$ cat config.mk
export PLATFORM = sky130hd
export DESIGN_NAME = mrts_queue
export DESIGN_NICKNAME = d
export VERILOG_FILES = /design/src/design/mrts_pkg.sv /design/src/design/mrts_queue.sv
export SDC_FILE = /design/constraint.sdc
export NUM_CORES = 1
export LEC_CHECK = 0
export BUFFER_PORTS_ARGS = -buffer_cell sky130_fd_sc_hd__buf_4
export CAP_MARGIN = 20
export CORE_MARGIN = 2
export CORE_UTILIZATION = 47
export CTS_CLUSTER_DIAMETER = 200
export DETAILED_ROUTE_END_ITERATION = 10
export PLACE_DENSITY = 0.75
export RECOVER_POWER = 25
export SLEW_MARGIN = 10
export SYNTH_ARGS = -nofsm -noshare
export SYNTH_HDL_FRONTEND = slang
export SYNTH_SLANG_ARGS = --single-unit
$ cat constraint.sdc
create_clock -name clk -period 2.7 [get_ports clk]
set_input_delay 0.405 -clock clk [delete_from_list [all_inputs] [get_ports clk]]
set_output_delay 0.405 -clock clk [all_outputs]
set_load 0.02 [all_outputs]
$ cat src/design/mrts_pkg.sv
// Shared types and constants for the mapped RAM with text screen block.
// Used by the front, queue, back and top-level modules; depends on nothing.
package mrts_pkg;

    localparam int SCREEN_COLUMNS = 40;
    localparam int SCREEN_LINES   = 25;
    localparam int CELL_COUNT     = SCREEN_COLUMNS * SCREEN_LINES;

    localparam int ADDR_W    = 16;
    localparam int DATA_W    = 8;
    localparam int OFFSET_W  = 10;
    localparam int ROW_W     = 5;
    localparam int COL_W     = 6;
    localparam int MEM_DEPTH = 1 << ADDR_W;

    localparam logic [ADDR_W-1:0] SCREEN_FIRST = 16'h0400;
    localparam logic [ADDR_W-1:0] SCREEN_LAST  = 16'h07E7;
    localparam logic [ADDR_W-1:0] COLOUR_FIRST = 16'hD800;
    localparam logic [ADDR_W-1:0] COLOUR_LAST  = 16'hDBE7;

    localparam logic [DATA_W-1:0] LOW_CODE_LIMIT = 8'd27;
    localparam logic [DATA_W-1:0] LOW_CODE_RAISE = 8'd64;

    localparam int ROW_RECIP_SHIFT = 13;
    localparam int ROW_RECIP       = ((1 << ROW_RECIP_SHIFT) + SCREEN_COLUMNS - 1)
                                     / SCREEN_COLUMNS;
    localparam int ROW_RECIP_W     = 8;
    localparam int ROW_PROD_W      = OFFSET_W + ROW_RECIP_W;

    localparam int QUEUE_DEPTH_DEFAULT = 2;

    localparam logic ACT_READ  = 1'b0;
    localparam logic ACT_WRITE = 1'b1;

    typedef enum logic [1:0] {
        KIND_READ   = 2'd0,
        KIND_WRITE  = 2'd1,
        KIND_SCREEN = 2'd2,
        KIND_COLOUR = 2'd3
    } kind_t;

    typedef struct packed {
        logic              action;
        logic [ADDR_W-1:0] address;
        logic [DATA_W-1:0] value;
    } req_t;

    typedef struct packed {
        logic [DATA_W-1:0] read_data;
        logic              update_valid;
        logic [ROW_W-1:0]  row;
        logic [COL_W-1:0]  column;
        logic [DATA_W-1:0] char_code;
        logic [DATA_W-1:0] colour;
    } rsp_t;

    typedef struct packed {
        kind_t               kind;
        logic [ADDR_W-1:0]   address;
        logic [DATA_W-1:0]   value;
        logic [DATA_W-1:0]   char_code;
        logic [OFFSET_W-1:0] offset;
        logic [ROW_W-1:0]    row;
    } cmd_t;

endpackage

$ cat src/design/mrts_queue.sv
// Short FIFO of classified requests between front and back ends.
// Uses mrts_pkg::cmd_t.
module mrts_queue #(
    parameter int DEPTH = mrts_pkg::QUEUE_DEPTH_DEFAULT
) (
    input  logic           clk,
    input  logic           rst_n,
    input  logic           push,
    input  mrts_pkg::cmd_t push_data,
    output logic           full,
    input  logic           pop,
    output logic           pop_valid,
    output mrts_pkg::cmd_t pop_data
);

    localparam int PTR_W = (DEPTH > 1) ? $clog2(DEPTH) : 1;
    localparam int CNT_W = $clog2(DEPTH + 1);

    mrts_pkg::cmd_t   entries [DEPTH];
    logic [PTR_W-1:0] wr_ptr_reg;
    logic [PTR_W-1:0] wr_ptr_next;
    logic [PTR_W-1:0] rd_ptr_reg;
    logic [PTR_W-1:0] rd_ptr_next;
    logic [CNT_W-1:0] count_reg;
    logic [CNT_W-1:0] count_next;

    assign full      = (count_reg == CNT_W'(DEPTH));
    assign pop_valid = (count_reg != '0);
    assign pop_data  = entries[rd_ptr_reg];

    always_comb
    begin
        wr_ptr_next = wr_ptr_reg;
        rd_ptr_next = rd_ptr_reg;
        count_next  = count_reg;
        if (push)
        begin
            wr_ptr_next = (wr_ptr_reg == PTR_W'(DEPTH - 1)) ? '0 : wr_ptr_reg + PTR_W'(1);
        end
        if (pop)
        begin
            rd_ptr_next = (rd_ptr_reg == PTR_W'(DEPTH - 1)) ? '0 : rd_ptr_reg + PTR_W'(1);
        end
        unique case ({push, pop})
            2'b10:   count_next = count_reg + CNT_W'(1);
            2'b01:   count_next = count_reg - CNT_W'(1);
            default: count_next = count_reg;
        endcase
    end

    always_ff @(posedge clk or negedge rst_n)
    begin
        if (!rst_n)
        begin
            wr_ptr_reg <= '0;
            rd_ptr_reg <= '0;
            count_reg  <= '0;
        end
        else
        begin
            wr_ptr_reg <= wr_ptr_next;
            rd_ptr_reg <= rd_ptr_next;
            count_reg  <= count_next;
        end
    end

    always_ff @(posedge clk)
    begin
        if (push)
        begin
            entries[wr_ptr_reg] <= push_data;
        end
    end

    a_count_bound: assert property (@(posedge clk) disable iff (!rst_n)
        count_reg <= CNT_W'(DEPTH))
        else $error("queue count beyond depth");

    a_no_overflow: assert property (@(posedge clk) disable iff (!rst_n)
        push |-> (!full || pop))
        else $error("push into full queue");

    a_no_underflow: assert property (@(posedge clk) disable iff (!rst_n)
        pop |-> pop_valid)
        else $error("pop from empty queue");

endmodule

==> results.md <==
- The flow ran to the end, and the final reports show no timing, DRC or antenna violations.
- In this run the cell area of the synthesized design comes to 3976 um2.
- Before CTS, the worst setup slack after placement is 937.0 ps.
- Setup repair after global routing left no endpoint under its margin.
- The final critical-path required period is 2132 ps.
- For this run, the number of Yosys warnings is 0.
- In the routed design, unresolved DRC markers number 0.
- The clock net in this run drives a total of 102 sinks.
- The routed wire length is 6131 um.
- The floorplan die height is 95.98 um.
- Entering global routing, the biggest net connects 50 pins.
- The first global-routing pass estimated 9080 um of wire.
- After floorplanning, the core was sized to cover 8217 um2.
- For the worst setup path, the data required time is 2300 ps.
- The path class of the tightest hold or removal check is in2reg.
- In this run the static leakage power is 0.002007 uW.
- The setup violation total in the final timing report is 0.
- The initial detailed-routing violation count is 56.
- A synthesized cell averages 23.53 um2.
- For the pin with the worst max-slew slack, the measured transition is 660.2 ps.
- The uppermost layer routed is met4.
- The final weighted congestion in routability-driven placement is 0.6416.
- After synthesis the netlist holds a flip-flop and latch count of 102.
- The fraction of final layout cells with drive strength greater than 1 is 0.5868.
- For this run, the top clock speed supported by timing is 0.4690 GHz.
- For the final routed database, the setup TNS stands at 0 ps.
- From synthesis to final layout, the design area changed by 25.93%.
- The number of flip-flops under the largest register name is 98.
- After detailed routing, the average wire length per cell comes to 15.60 um.
- The number of global-route vias before repair is 1,837.
- The clock reaches the later pin of the worst-skew pair after 340 ps.
- The worst-case IR drop observed on VDD is 0.0005826 V.
- The worst setup path is launched from a flip-flop.
- The number of iterations in the first detailed-routing pass is 5.
- The detailed-route vias per instance is 4.723.
- The initial utilization of the core area, before any placement, comes to 0.4839.
- The total of buffers placed on input and output ports is 103.
- In the detailed route, the total length drawn on met2 is 3171 um.
- The routed via count is 1,856.
- The number of max-slew violations in the final report is 0.
- The number of antenna violations at the first check in global routing came to 0.
- Data on the critical path arrives at its endpoint at 1730 ps.
- The number of inserted diodes is 0.
- The x dimension of the die is 95.98 um.
- The maximum number of buffers from clock root to sink is 2.
- The worst setup skew after layout is 5.475 ps.
- Max-cap violations in this run came to 0.
- The clock transition at the register clock pins on the worst setup and hold paths after CTS is 90 ps.
- CTS placed an instance of sky130_fd_sc_hd__clkbuf_8 at the clock tree root.
- The number of levels in the clock H-tree is 3.
- The CTS tree is done.
- The count of boundary I/O pins is 104.
- Along the worst path, the maximum fanout reaches 17.
- In this run, CTS created clock tree buffers numbering 9.
- The nature of the critical path endpoint is a primary output.
- The count of endpoints failing hold in the final timing report is 0.
- The floorplan step defined a die boundary enclosing 9212 um2.
- The share of the cycle needed by the critical path after routing is 0.7897.
- In this run the tightest slew margin relative to its limit is 0.5599.
- Global routing finished with a remaining overflow of 0.
- The initialized floorplan defines 33 standard-cell rows.
- The post-layout utilization of the core is 0.6094.
- The count of cells resized by post-cts repair is 0.
- For this design the ratio of total power to cell area is 1037 nW/um2.
- The post-route worst setup slack is 567.9 ps.
- The number of cells produced by synthesis is 169.
- Once detail routing completed, the nets flagged for antenna violations numbered 0.
- The library cell used most frequently in the layout, excluding fill and tap cells, is sky130_fd_sc_hd__edfxtp_1.
- The routed metal-1 wire length is 2464 um.
- The routed wire length on met3 is 398 um.
- Across every metal layer, demand over resource in global routing totals 0.1378.
- The net count after synthesis is 223.
- The total number of nets in the final design is 337.
- The type of the worst setup path is reg2out.
- Of the synthesized area, sequential elements account for 0.7653.
- In the layout the commonest cells are 98 x sky130_fd_sc_hd__edfxtp_1, 73 x sky130_fd_sc_hd__buf_4, 49 x sky130_fd_sc_hd__mux2_4.
- Counting distinct cell types in the post-synthesis netlist gives 13.
- The half-perimeter wire length after placement is 4042 um.
[critical path, stage by stage, from the launching register on]
cell                      delay [ps]
sky130_fd_sc_hd__dfrtp_4         530
sky130_fd_sc_hd__buf_4           340
sky130_fd_sc_hd__mux2_4          340
sky130_fd_sc_hd__buf_4           160
[metrics by stage]
step                      instances  hold WS, ps  area, um2  total power, uW
after floorplan                 169        109.4       3979             3759
after global placement          376        207.3       4832             4326
after detailed placement        376        211.3       4832             4353
after CTS                       393        215.4       5030             5271
after global routing            393        225.3       5007             5449
final                           393        237.8       5007             5192
[logic make-up after synthesis]
| group | share of synthesized area |
|---|---|
| fa+ha+maj | 0.003146 |
| simple gates | 0.006612 |
| xor+xnor | 0.01102 |
| mux | 0.1850 |
| flops | 0.7653 |
| buf+inv | 0.02895 |
[worst paths after layout]
path                                     from              to  slack [ps]  depth (start not counted)
worst max-delay path               rd_ptr_reg    pop_data[24]         570                          3
worst min-delay path            push_data[45]  entries[1][45]         240                          1
worst max register to register     wr_ptr_reg   entries[1][6]        1140                          2
worst min register to register   count_reg[1]    count_reg[1]         500                          1
max in group asynchronous               rst_n      rd_ptr_reg        2200                          2
min in group asynchronous               rst_n      rd_ptr_reg         380                          2
[cell usage after synthesis (all sizes together)]
library cell	count	area share
nor2b	1	0.0016
dfrtp	4	0.025
ha	1	0.0031
buf	6	0.028
inv	1	0.00094
mux2	49	0.19
xor2	3	0.0066
xnor2	2	0.0044
or2	1	0.0016
edfxtp	98	0.74
nor2	2	0.0019
and2	1	0.0016
[report_power, final]
| part | switching (uW) | leakage [uW] | internal, uW |
|---|---|---|---|
| sequential | 122 | 0.000965 | 2110 |
| clock | 490 | 0.0000945 | 423 |
| combinational | 1010 | 0.000947 | 1040 |
| total | 1620 | 0.00201 | 3570 |
[metal layers]
| metal | up-vias | GRT usage |
|---|---|---|
| met5 | - | 0 |
| met4 | 0 | 0.05952 |
| met3 | 9 | 0.03915 |
| met2 | 64 | 0.2297 |
| met1 | 899 | 0.1677 |
| li1 | 884 | - |
[layout make-up]
type                            count  area [um2]
Multi-Input combinational cell     60       827.0
Sequential cell                   102        3047
Tap cell                          105       131.4
Timing Repair Buffer              109       810.8
Inverter                            1       3.754
Clock inverter                      7       63.81
Clock buffer                        9       123.9
Fill cell                         599        3209
[timing repair]
| item | CTS | global route |
|---|---|---|
| hold endpoints to repair | 4 | 0 |
| buffers inserted | 0 | 0 |
| hold buffers | 1 | 0 |
No activity file was read; power rests on OpenSTA's default activity.
