===== config.mk =====
export PLATFORM = sky130hd
export DESIGN_NAME = mrts_front
export DESIGN_NICKNAME = d
export VERILOG_FILES = /design/src/design/mrts_pkg.sv /design/src/design/mrts_front.sv
export SDC_FILE = /design/constraint.sdc
export NUM_CORES = 1
export LEC_CHECK = 0
export BUFFER_PORTS_ARGS = -buffer_cell sky130_fd_sc_hd__buf_2
export CORE_ASPECT_RATIO = 1.1
export CORE_MARGIN = 2
export CORE_UTILIZATION = 52
export DETAILED_ROUTE_END_ITERATION = 12
export PLACE_DENSITY_LB_ADDON = 0.2
export SLEW_MARGIN = 20
export SYNTH_ARGS = -nofsm -noshare
export SYNTH_HDL_FRONTEND = slang
export SYNTH_SLANG_ARGS = --single-unit

===== constraint.sdc =====
create_clock -name vclk -period 6.45
set_input_delay 0.9675 -clock vclk [all_inputs]
set_output_delay 0.9675 -clock vclk [all_outputs]
set_load 0.1 [all_outputs]

===== src/design/mrts_pkg.sv =====
// Shared types and constants for the mapped RAM with text screen block.
// Used by the front, queue, back and top-level modules; depends on nothing.
package mrts_pkg;

    localparam int SCREEN_COLUMNS = 40;
    localparam int SCREEN_LINES   = 25;
    localparam int CELL_COUNT     = SCREEN_COLUMNS * SCREEN_LINES;

    localparam int ADDR_W    = 16;
    localparam int DATA_W    = 8;
    localparam int OFFSET_W  = 10;
    localparam int ROW_W     = 5;
    localparam int COL_W     = 6;
    localparam int MEM_DEPTH = 1 << ADDR_W;

    localparam logic [ADDR_W-1:0] SCREEN_FIRST = 16'h0400;
    localparam logic [ADDR_W-1:0] SCREEN_LAST  = 16'h07E7;
    localparam logic [ADDR_W-1:0] COLOUR_FIRST = 16'hD800;
    localparam logic [ADDR_W-1:0] COLOUR_LAST  = 16'hDBE7;

    localparam logic [DATA_W-1:0] LOW_CODE_LIMIT = 8'd27;
    localparam logic [DATA_W-1:0] LOW_CODE_RAISE = 8'd64;

    localparam int ROW_RECIP_SHIFT = 13;
    localparam int ROW_RECIP       = ((1 << ROW_RECIP_SHIFT) + SCREEN_COLUMNS - 1)
                                     / SCREEN_COLUMNS;
    localparam int ROW_RECIP_W     = 8;
    localparam int ROW_PROD_W      = OFFSET_W + ROW_RECIP_W;

    localparam int QUEUE_DEPTH_DEFAULT = 2;

    localparam logic ACT_READ  = 1'b0;
    localparam logic ACT_WRITE = 1'b1;

    typedef enum logic [1:0] {
        KIND_READ   = 2'd0,
        KIND_WRITE  = 2'd1,
        KIND_SCREEN = 2'd2,
        KIND_COLOUR = 2'd3
    } kind_t;

    typedef struct packed {
        logic              action;
        logic [ADDR_W-1:0] address;
        logic [DATA_W-1:0] value;
    } req_t;

    typedef struct packed {
        logic [DATA_W-1:0] read_data;
        logic              update_valid;
        logic [ROW_W-1:0]  row;
        logic [COL_W-1:0]  column;
        logic [DATA_W-1:0] char_code;
        logic [DATA_W-1:0] colour;
    } rsp_t;

    typedef struct packed {
        kind_t               kind;
        logic [ADDR_W-1:0]   address;
        logic [DATA_W-1:0]   value;
        logic [DATA_W-1:0]   char_code;
        logic [OFFSET_W-1:0] offset;
        logic [ROW_W-1:0]    row;
    } cmd_t;

endpackage


===== src/design/mrts_front.sv =====
// Front end: accepts requests, classifies them by address window and
// precomputes cell offset, row and converted character. Uses mrts_pkg.
module mrts_front (
    input  logic          req_valid,
    output logic          req_stall,
    input  mrts_pkg::req_t req,
    input  logic          clearing,
    input  logic          q_full,
    output logic          q_push,
    output mrts_pkg::cmd_t q_data
);

    logic [mrts_pkg::ADDR_W-1:0]     scr_off;
    logic [mrts_pkg::ADDR_W-1:0]     col_off;
    logic                            in_scr;
    logic                            in_col;
    logic                            scr_hit;
    logic                            col_hit;
    logic [mrts_pkg::OFFSET_W-1:0]   offset;
    logic [mrts_pkg::ROW_PROD_W-1:0] row_prod;

    assign req_stall = q_full || clearing;
    assign q_push    = req_valid && !req_stall;

    assign scr_off = req.address - mrts_pkg::SCREEN_FIRST;
    assign col_off = req.address - mrts_pkg::COLOUR_FIRST;
    assign in_scr  = (req.address >= mrts_pkg::SCREEN_FIRST)
                  && (req.address <= mrts_pkg::SCREEN_LAST);
    assign in_col  = (req.address >= mrts_pkg::COLOUR_FIRST)
                  && (req.address <= mrts_pkg::COLOUR_LAST);
    assign scr_hit = in_scr && (scr_off < mrts_pkg::ADDR_W'(mrts_pkg::CELL_COUNT));
    assign col_hit = !in_scr && in_col
                  && (col_off < mrts_pkg::ADDR_W'(mrts_pkg::CELL_COUNT));

    assign offset   = in_scr ? scr_off[mrts_pkg::OFFSET_W-1:0]
                             : col_off[mrts_pkg::OFFSET_W-1:0];
    assign row_prod = mrts_pkg::ROW_PROD_W'(offset)
                    * mrts_pkg::ROW_PROD_W'(mrts_pkg::ROW_RECIP);

    always_comb
    begin
        q_data.address = req.address;
        q_data.value   = req.value;
        q_data.offset  = offset;
        q_data.row     = row_prod[mrts_pkg::ROW_RECIP_SHIFT +: mrts_pkg::ROW_W];
        if (req.value < mrts_pkg::LOW_CODE_LIMIT)
        begin
            q_data.char_code = req.value + mrts_pkg::LOW_CODE_RAISE;
        end
        else
        begin
            q_data.char_code = req.value;
        end
        priority if (req.action == mrts_pkg::ACT_READ)
        begin
            q_data.kind = mrts_pkg::KIND_READ;
        end
        else if (scr_hit)
        begin
            q_data.kind = mrts_pkg::KIND_SCREEN;
        end
        else if (col_hit)
        begin
            q_data.kind = mrts_pkg::KIND_COLOUR;
        end
        else
        begin
            q_data.kind = mrts_pkg::KIND_WRITE;
        end
    end

endmodule


==> impl_results.md, run 1 <==
* Slew Viols, Final at 0
* Yosys Warn Count at 0
* Synth top area cells: ha_1 38%, fa_1 16%, buf_4 15%, inv_1 12%, a21oi_1 2.5%
* Fillers at 356
* Top-count cell post-synth: inv_1
* Post-CTS Hold Fix Bufs at 0
* Row Count at 23
* Leak at 0.00138 µW
* Fin nets at 385
* Vias/cell at 4.61
* Worst path arrival time at 4.97 ns
* Pwr dens at 299 nW/µm²
* Synthesized area per cell at 8.41 µm²
* Fmax at 0.169 GHz
* Die area at 4380 µm²
* Core ar. at 3680 µm²
* Hold depth at 2
* Seq_cells at 0
* IO buf count at 79
* RSZ-0062 raised after global routing: no
* Place WS at 0.480 ns
* Final Cycle Share at 92.0%
* Layout cells sized above 1 at 32.4%
* Post_cts resized at 0
* Wire per inst at 10.8 µm
* Slew @ Worst Pin at 0.491 ns
* Register Area at 0 µm²
* Setup crit end kind: output port
* CP Class: input port to output port
* Die X at 63.3 µm
* Die Ht at 69.2 µm
* Post-synthesis cell type count at 31
* I/O Pins at 79
* Vias after detailed routing at 1512
* Diode count at 0
* HP Class: input port to output port
* Worst Hold Launch: req[3]
* Gpl congestion at 0.833
* Via count of the first global-routing pass at 1563
* Initial DRC count at 12
* DR pass1 iterations at 4
* Post-synth top area share at 38.0%
* Setup TNS at 0 ns
* Cell Area, Synth at 2010 µm²
* Residual DRC at 0
* Area after DPL at 2180 µm²
* Detailed Place HPWL at 3300 µm
* Design Area, Final at 2180 µm²
* Max_slew headroom at 67.5%
* ANT nets after route at 0
* Total GRT Usage at 17.3%
* Final Non-Filler Cells at 328
* DP Cell Count at 328
* Multi-input logic area at 1470 µm²
* Fin. Hold Viols at 0
* Routed WL at 3530 µm
* Crit path time final at 5.93 ns
* Most frequent cells after synthesis: 66 x inv_1, 61 x ha_1, 40 x buf_4
* Setup crit start kind: input port
* Post-synthesis cell count at 239
* Mapped Nets at 344
* Peak supply drop at 0.000450 V
* Hold Path Sink: q_data[18]
* Worst-path fanout max at 7
* Final setup violation count at 0
* Total gr overflow at 0
* Starting Density at 54.6%
* Largest net degree at the start of global routing at 8
* WP data required at 5.48 ns
* Area leader, netlist: ha_1
* Setup bufs post-CTS at 0
* Global-route wire length before repair at 6510 µm
* # Max-Cap Violations at 0
* Core Util, Final at 59.1%
* Post-synthesis sequential area ratio at 0%
* Worst Setup Slack, final at 0.516 ns
* Initial antenna violation count at 0
* CLK BUF at 0
* Status: finished clean
* Area Overhead vs Synth at 8.21%
==> cell type report <==
| type | instances | share of cell area, % |
|---|---|---|
| Multi-Input combinational cell | 133 | 67.6 |
| Timing Repair Buffer | 79 | 18.2 |
| Inverter | 66 | 11.4 |
| Tap cell | 50 | 2.88 |
==> per-layer routing <==
layer  track usage (%)  share of wire, %  up-vias
li1                  -                 -      786
met1              21.8                43      667
met2              32.9                49       55
met3              1.46               7.1        4
met4              1.69               1.1        0
met5                 0                 0        -
==> worst max-delay path: stages <==
cell and delay, ns:
buf_2 0.15, inv_1 0.08, ha_1 0.31, inv_1 0.06, fa_1 0.53, inv_1 0.05
fa_1 0.52, inv_1 0.05, fa_1 0.53, inv_1 0.04, ha_1 0.29, nand4_2 0.11
a211oi_2 0.22, a22oi_2 0.11, a31oi_1 0.34, xnor2_2 0.15, buf_2 0.43
==> power breakdown <==
group / leakage (µW) / switching (µW) / internal [µW]
logic: 0.00138 / 491 / 160
registers: 0 / 0 / 0
clock network: 0 / 0 / 0
==> placed cells by master, fill, tap and decap left out, types with 2 or more instances in the layout <==
| cell type | instances |
|---|---|
| xnor2_1 | 4 |
| o21ai_1 | 2 |
| nand2b_1 | 2 |
| a21oi_1 | 10 |
| or2_2 | 2 |
| a211oi_2 | 2 |
| inv_1 | 66 |
| nand2_1 | 6 |
| fa_1 | 16 |
| xor2_1 | 3 |
| ha_1 | 61 |
| nor2_1 | 5 |
| buf_2 | 79 |
| o21ai_0 | 2 |
==> logic make-up after synthesis <==
logic type                 after synthesis  share of synthesized area, %
AOI/OAI and AO/OA                       24                          8.46
xor gates and xnor gates                 8                          3.48
adders and majority gates               77                          53.9
buffers and inverters                  106                          27.3
muxes                                    1                         0.560
and+or+nand+nor                         23                          6.35
==> how the worst max path moves through the flow <==
stage	endpoint	startpoint	slack (ns)	cells after the start
6_report	q_data[4]	req[11]	0.52	17
5_1_grt	q_data[4]	req[11]	0.32	17
4_1_cts	q_data[4]	req[11]	0.49	17
3_5_place_dp	q_data[4]	req[11]	0.48	17
3_3_place_gp	q_data[4]	req[11]	0.53	16
2_1_floorplan	q_data[2]	req[11]	0.01	15
==> metrics by stage <==
stage	power, µW	hold WS [ns]
after detailed placement	655	2.32
after global routing	713	2.33
after CTS	659	2.33
final	651	2.33
after floorplan	570	2.15
after global placement	652	2.32
(Power assumes the default switching activity.)
==> run 2, diff against run 1 <==
--- a/config.mk
+++ b/config.mk
@@ -10,7 +10,7 @@
 export CORE_MARGIN = 2
 export CORE_UTILIZATION = 52
 export DETAILED_ROUTE_END_ITERATION = 12
-export PLACE_DENSITY_LB_ADDON = 0.2
+export PLACE_DENSITY = 0.95
 export SLEW_MARGIN = 20
 export SYNTH_ARGS = -nofsm -noshare
 export SYNTH_HDL_FRONTEND = slang
==> run 2 against run 1 <==
  * Setup slack got worse by 0.096 ns
  * Sequential share of layout area stayed put
  * Clock-buffer cell count is the same
  * Highest routed layer unchanged
  * Via count increased by 4.2%
  * Total power up 2.5%
  * Critical path type unchanged
  * First-iteration DRC count rose by 100%
  * Cell area unchanged
  * Cell count stayed put
  * Core utilization unchanged
  * Critical endpoint unchanged
  * Maximum frequency fell by 1.6%
  * Combinational power increased by 2%
  * Hold slack improved by 0.0025 ns
  * Largest cell class unchanged
==> impl_results.md, run 2 (synthesis results as in run 1) <==
* Final setup violation count at 0 (unchanged)
* Residual DRC at 0 (unchanged)
* Detailed Place HPWL at 3880 µm (+18%)
* Setup TNS at 0 ns (unchanged)
* Fmax at 0.166 GHz (-1.6%)
* DR pass1 iterations at 4 (unchanged)
* Row Count at 23 (unchanged)
* # Max-Cap Violations at 0 (unchanged)
* Most common cell after layout, fill and taps aside: buf_2
* Design Area, Final at 2180 µm² (unchanged)
* Diode count at 0 (unchanged)
* Total gr overflow at 0 (unchanged)
* Die Ht at 69.2 µm (unchanged)
* Fin. Hold Viols at 0 (unchanged)
* Hold depth at 2 (unchanged)
* CP Class: input port to output port
* Register Area at 0 µm² (unchanged)
* Slowest CP cell: fa_1
* DP Cell Count at 328 (unchanged)
* Setup crit end kind: output port
* Most frequent cells in the layout: 79 x buf_2, 66 x inv_1, 61 x ha_1, 16 x fa_1, 10 x a21oi_1
* Gpl congestion at 0.830 (-0.44%)
* Status: finished clean
* Worst-path cell chain: buf_2 -> inv_1 -> ha_1 -> inv_1 -> fa_1 -> inv_1 -> fa_1 -> inv_1 -> fa_1 -> inv_1 -> ha_1 -> nand4_2 -> a211oi_2 -> a22oi_2 -> a31oi_1 -> xnor2_2 -> buf_2
* Peak supply drop at 0.000712 V (+58%)
* Post-CTS Hold Fix Bufs at 0 (unchanged)
* ANT nets after route at 0 (unchanged)
* Die X at 63.3 µm (unchanged)
* HP Class: input port to output port
* Area after DPL at 2180 µm² (unchanged)
* Area Overhead vs Synth at 8.21% (unchanged)
* Seq_cells at 0 (unchanged)
* CP dominant cell by count: inv_1
* Worst Hold Launch: req[1]
* Worst-path fanout max at 7 (unchanged)
* WP data required at 5.48 ns (about the same)
* Global-route wire length before repair at 6560 µm (+0.74%)
* Setup bufs post-CTS at 0 (unchanged)
* Layout cells sized above 1 at 32.4% (unchanged)
* I/O Pins at 79 (unchanged)
* Wire per inst at 12.5 µm (+16%)
* Via count of the first global-routing pass at 1603 (+2.6%)
* Slowest stage delay, CP at 0.56 ns (+0.03 ns)
* Fin nets at 385 (unchanged)
* CLK BUF at 0 (unchanged)
* Slew Viols, Final at 0 (unchanged)
* Fillers at 308 (-13%)
* Slew @ Worst Pin at 0.504 ns (+0.0127 ns)
* RSZ-0062 raised after global routing: no
* Setup crit start kind: input port
* Starting Density at 54.6% (unchanged)
* Place WS at 0.402 ns (-0.0781 ns)
* Die area at 4380 µm² (unchanged)
* Leak at 0.00138 µW (unchanged)
* Final Cycle Share at 93.5% (+1.5 points)
* Initial antenna violation count at 0 (unchanged)
* Hold_ws at 2.33 ns (+0.00247 ns)
* Vias/cell at 4.80 (+4.2%)
* Hold Path Sink: q_data[24]
* Largest net degree at the start of global routing at 8 (unchanged)
* Final Non-Filler Cells at 328 (unchanged)
* Worst path arrival time at 5.06 ns (+0.09 ns)
* Pwr dens at 307 nW/µm² (+2.5%)
* Total GRT Usage at 18.3% (+0.97 points)
* Routed WL at 4100 µm (+16%)
* Worst Setup Slack, final at 0.419 ns (-0.0962 ns)
* Core ar. at 3680 µm² (unchanged)
* IO buf count at 79 (unchanged)
* Vias after detailed routing at 1576 (+4.2%)
* Initial DRC count at 24 (+12)
* Post_cts resized at 0 (unchanged)
* Crit path time final at 6.03 ns (+0.0962 ns)
* Max_slew headroom at 66.6% (-0.84 points)
-- run 2: worst max-delay path: cells and delay by family --
family,cells,cell delay (ns)
buffers and inverters,7,0.91
AOI/OAI and AO/OA,3,0.68
xor gates and xnor gates,1,0.15
adders and majority gates,5,2.22
and+or+nand+nor,1,0.12
-- run 2: layer usage --
layer / routed length [µm] / up-vias / GRT usage, %
met5: 0 / - / 0
met4: 102 / 0 / 4.35
met3: 236 / 12 / 2.11
met2: 2270 / 62 / 38.1
met1: 1490 / 712 / 18.7
li1: - / 790 / -
-- run 2: power by group --
group,internal [µW],leakage (µW),switching (µW)
Sequential,0,0,0
Combinational,164,0.00138,503
Clock,0,0,0
-- run 2: worst max path at each step --
stage            start   endpoint  slack (ns)
6_report       req[11]  q_data[4]        0.42
5_1_grt        req[12]  q_data[4]        0.25
4_1_cts        req[11]  q_data[4]        0.42
3_5_place_dp   req[12]  q_data[4]        0.40
3_3_place_gp   req[11]  q_data[4]        0.58
2_1_floorplan  req[11]  q_data[2]        0.01
-- run 2: layout make-up --
type	count	area, µm²	area share [%]
multi-input cells	133	1470	67.6
repair buffers	79	395	18.2
inverters	66	248	11.4
well taps	50	62.6	2.88
-- run 2: per-stage QoR --
stage	power, µW	util (%)
finish	667	59.1
global route	717	59.1
CTS	672	59.1
detailed placement	670	59.1
global placement	645	59.1
floorplan	570	-
==> run 3, diff against run 2 <==
--- a/config.mk
+++ b/config.mk
@@ -5,10 +5,12 @@
 export SDC_FILE = /design/constraint.sdc
 export NUM_CORES = 1
 export LEC_CHECK = 0
+export ABC_AREA = 1
 export BUFFER_PORTS_ARGS = -buffer_cell sky130_fd_sc_hd__buf_2
+export CAP_MARGIN = 0
 export CORE_ASPECT_RATIO = 1.1
 export CORE_MARGIN = 2
-export CORE_UTILIZATION = 52
+export CORE_UTILIZATION = 58
 export DETAILED_ROUTE_END_ITERATION = 12
 export PLACE_DENSITY = 0.95
 export SLEW_MARGIN = 20
==> constraint.sdc (replaced) <==
create_clock -name vclk -period 7.43
set_input_delay 1.1145 -clock vclk [all_inputs]
set_output_delay 1.1145 -clock vclk [all_outputs]
set_load 0.1 [all_outputs]
==> run 3 against run 2 <==
  * Highest routed layer unchanged
  * Critical endpoint unchanged
  * Total power down 5.1%
  * First-iteration DRC count is 110% higher
  * Hold slack improved by 0.29 ns
  * Routed wire length grew 15%
  * Cell count is 22% higher
  * Combinational power fell by 5.1%
  * Sequential share of layout area is the same
  * Setup slack better by 0.97 ns
  * Critical path depth stayed put
  * Global-route usage increased by 3.3 points
  * Synthesized cell count is 30% higher
  * Die area is 0.23% lower
==> impl_results.md, run 3 <==
* Final setup violation count at 0 (unchanged)
* Die Ht at 69.1 µm (-0.12%)
* Synth top area cells: ha_1 34%, fa_1 14%, buf_4 13%, inv_1 13%, nand2_1 8.7%
* Setup bufs post-CTS at 0 (unchanged)
* Initial DRC count at 50 (+110%)
* Post_cts resized at 0 (unchanged)
* Post-CTS Hold Fix Bufs at 0 (unchanged)
* Layout cells sized above 1 at 24.6% (-7.7 points)
* Top-count cell post-synth: inv_1
* Fin nets at 456 (+18%)
* Place WS at 1.40 ns (+0.998 ns)
* CLK BUF at 0 (unchanged)
* Detailed Place HPWL at 4310 µm (+11%)
* CP Class: input port to output port
* Worst-path fanout max at 7 (unchanged)
* Via count of the first global-routing pass at 1928 (+20%)
* Largest net degree at the start of global routing at 8 (unchanged)
* RSZ-0062 raised after global routing: no
* Post-synth top area share at 34.1% (-3.8 points)
* Max_slew headroom at 67.2% (+0.60 points)
* Cell Area, Synth at 2240 µm² (+11%)
* Total GRT Usage at 21.5% (+3.3 points)
* Setup TNS at 0 ns (unchanged)
* Global-route wire length before repair at 8000 µm (+22%)
* Area leader, netlist: ha_1
* Fmax at 0.165 GHz
* Crit path time final at 6.05 ns
* Final Cycle Share at 81.4%
* Total gr overflow at 0 (unchanged)
* Yosys Warn Count at 0 (unchanged)
* ANT nets after route at 0 (unchanged)
* Most frequent cells in the layout: 79 x inv_1, 79 x buf_2, 61 x ha_1, 52 x nand2_1, 16 x fa_1
* Vias/cell at 4.98 (+3.6%)
* Gpl congestion at 0.910 (+9.6%)
* Vias after detailed routing at 1986 (+26%)
* Peak supply drop at 0.000353 V (-50%)
* Delay-heaviest family, CP: adder cells
* Most frequent cells after synthesis: 79 x inv_1, 61 x ha_1, 52 x nand2_1
* I/O Pins at 79 (unchanged)
* Slowest stage delay, CP at 0.55 ns (about the same)
* Diode count at 0 (unchanged)
* HP Class: input port to output port
* CP dominant cell by count: inv_1
* Residual DRC at 0 (unchanged)
* Slew @ Worst Pin at 0.495 ns (-0.00905 ns)
* Fin. Hold Viols at 0 (unchanged)
* Row Count at 23 (unchanged)
* Die X at 63.2 µm (-0.12%)
* IO buf count at 79 (unchanged)
* Area Overhead vs Synth at 7.05%
* Synthesized area per cell at 7.22 µm² (-14%)
* Register Area at 0 µm² (unchanged)
* Setup crit end kind: output port
* Routed WL at 4710 µm (+15%)
* Wire per inst at 11.8 µm (-5.6%)
* Buf+Inv Stages, Crit Path at 7 (unchanged)
* DP Cell Count at 399 (+22%)
* DR pass1 iterations at 4 (unchanged)
* WP data required at 6.32 ns (+0.84 ns)
* Die area at 4370 µm² (-0.23%)
* # Max-Cap Violations at 0 (unchanged)
* Worst path arrival time at 4.93 ns (-0.13 ns)
* Setup crit start kind: input port
* Worst Setup Slack, final at 1.38 ns (+0.966 ns)
* Starting Density at 60.7% (+6.1 points)
* Core ar. at 3680 µm² (unchanged)
* Fillers at 319 (+3.6%)
* Initial antenna violation count at 0 (unchanged)
* Leak at 0.00160 µW (+16%)
* Seq_cells at 0 (unchanged)
* Post-synthesis cell type count at 27 (-13%)
* Post-synthesis sequential area ratio at 0% (unchanged)
* Slew Viols, Final at 0 (unchanged)
* Slowest CP cell: fa_1
* Hold_ws at 2.61 ns (+0.286 ns)
* Worst-path cell chain: buf_2 -> inv_1 -> ha_1 -> inv_1 -> fa_1 -> inv_1 -> fa_1 -> inv_1 -> fa_1 -> inv_1 -> ha_1 -> a21oi_1 -> o21ai_0 -> a21oi_1 -> nand3_1 -> nand2_1 -> buf_2
* Status: finished clean
* Final Non-Filler Cells at 399 (+22%)
* Post-synthesis cell count at 310 (+30%)
* Pwr dens at 264 nW/µm² (-14%)
* Mapped Nets at 415 (+21%)
[run 3: cell count changes after synthesis, sizes merged, moves of 3 or more]
| cell | change |
|---|---|
| inv | +13 |
| nand2 | +46 |
| nand3 | +9 |
| nor2 | +7 |
| nor3 | +3 |
| xnor2 | -4 |
[run 3: per-layer routing]
metal | global-route usage (%) | wire [µm] | up-vias | part of all wire [%]
met4 | 2.66 | 27 | 0 | 0.57
met2 | 43.7 | 2510 | 69 | 53
met5 | 0 | 0 | - | 0
met1 | 24.6 | 1910 | 920 | 41
met3 | 1.47 | 254 | 4 | 5.4
li1 | - | - | 993 | -
[run 3: path summary, 6_finish.rpt]
check / depth (start not counted) / slack (ns) / startpoint / endpoint
setup / recovery: 17 / 1.38 / req[11] / q_data[4]
hold / removal: 2 / 2.61 / req[6] / q_data[29]
[run 3: logic make-up after synthesis]
family | after synthesis | share of synthesized area [%]
compound gates | 22 | 5.59
simple gates | 88 | 17.7
buf+inv | 119 | 26.7
xor+xnor | 4 | 1.57
fa+ha+maj | 77 | 48.4
[run 3: where the power goes]
| part | switching (µW) | internal, µW | total (µW) |
|---|---|---|---|
| clock | 0 | 0 | 0 |
| combinational | 473 | 161 | 633 |
| sequential | 0 | 0 | 0 |
| total | 473 | 161 | 633 |
[run 3: area by class of cell]
type / instances / area, µm² / area share, %
inverters: 79 / 297 / 12.4
multi-input cells: 191 / 1640 / 68.5
repair buffers: 79 / 395 / 16.5
well taps: 50 / 62.6 / 2.61
[run 3: through the flow]
stage / total power, µW / instance area [µm²] / util [%]
after floorplan: 529 / 2240 / -
after global placement: 609 / 2390 / 65.0
after detailed placement: 632 / 2390 / 65.0
after CTS: 636 / 2390 / 65.0
after global routing: 691 / 2390 / 65.0
final: 633 / 2390 / 65.0
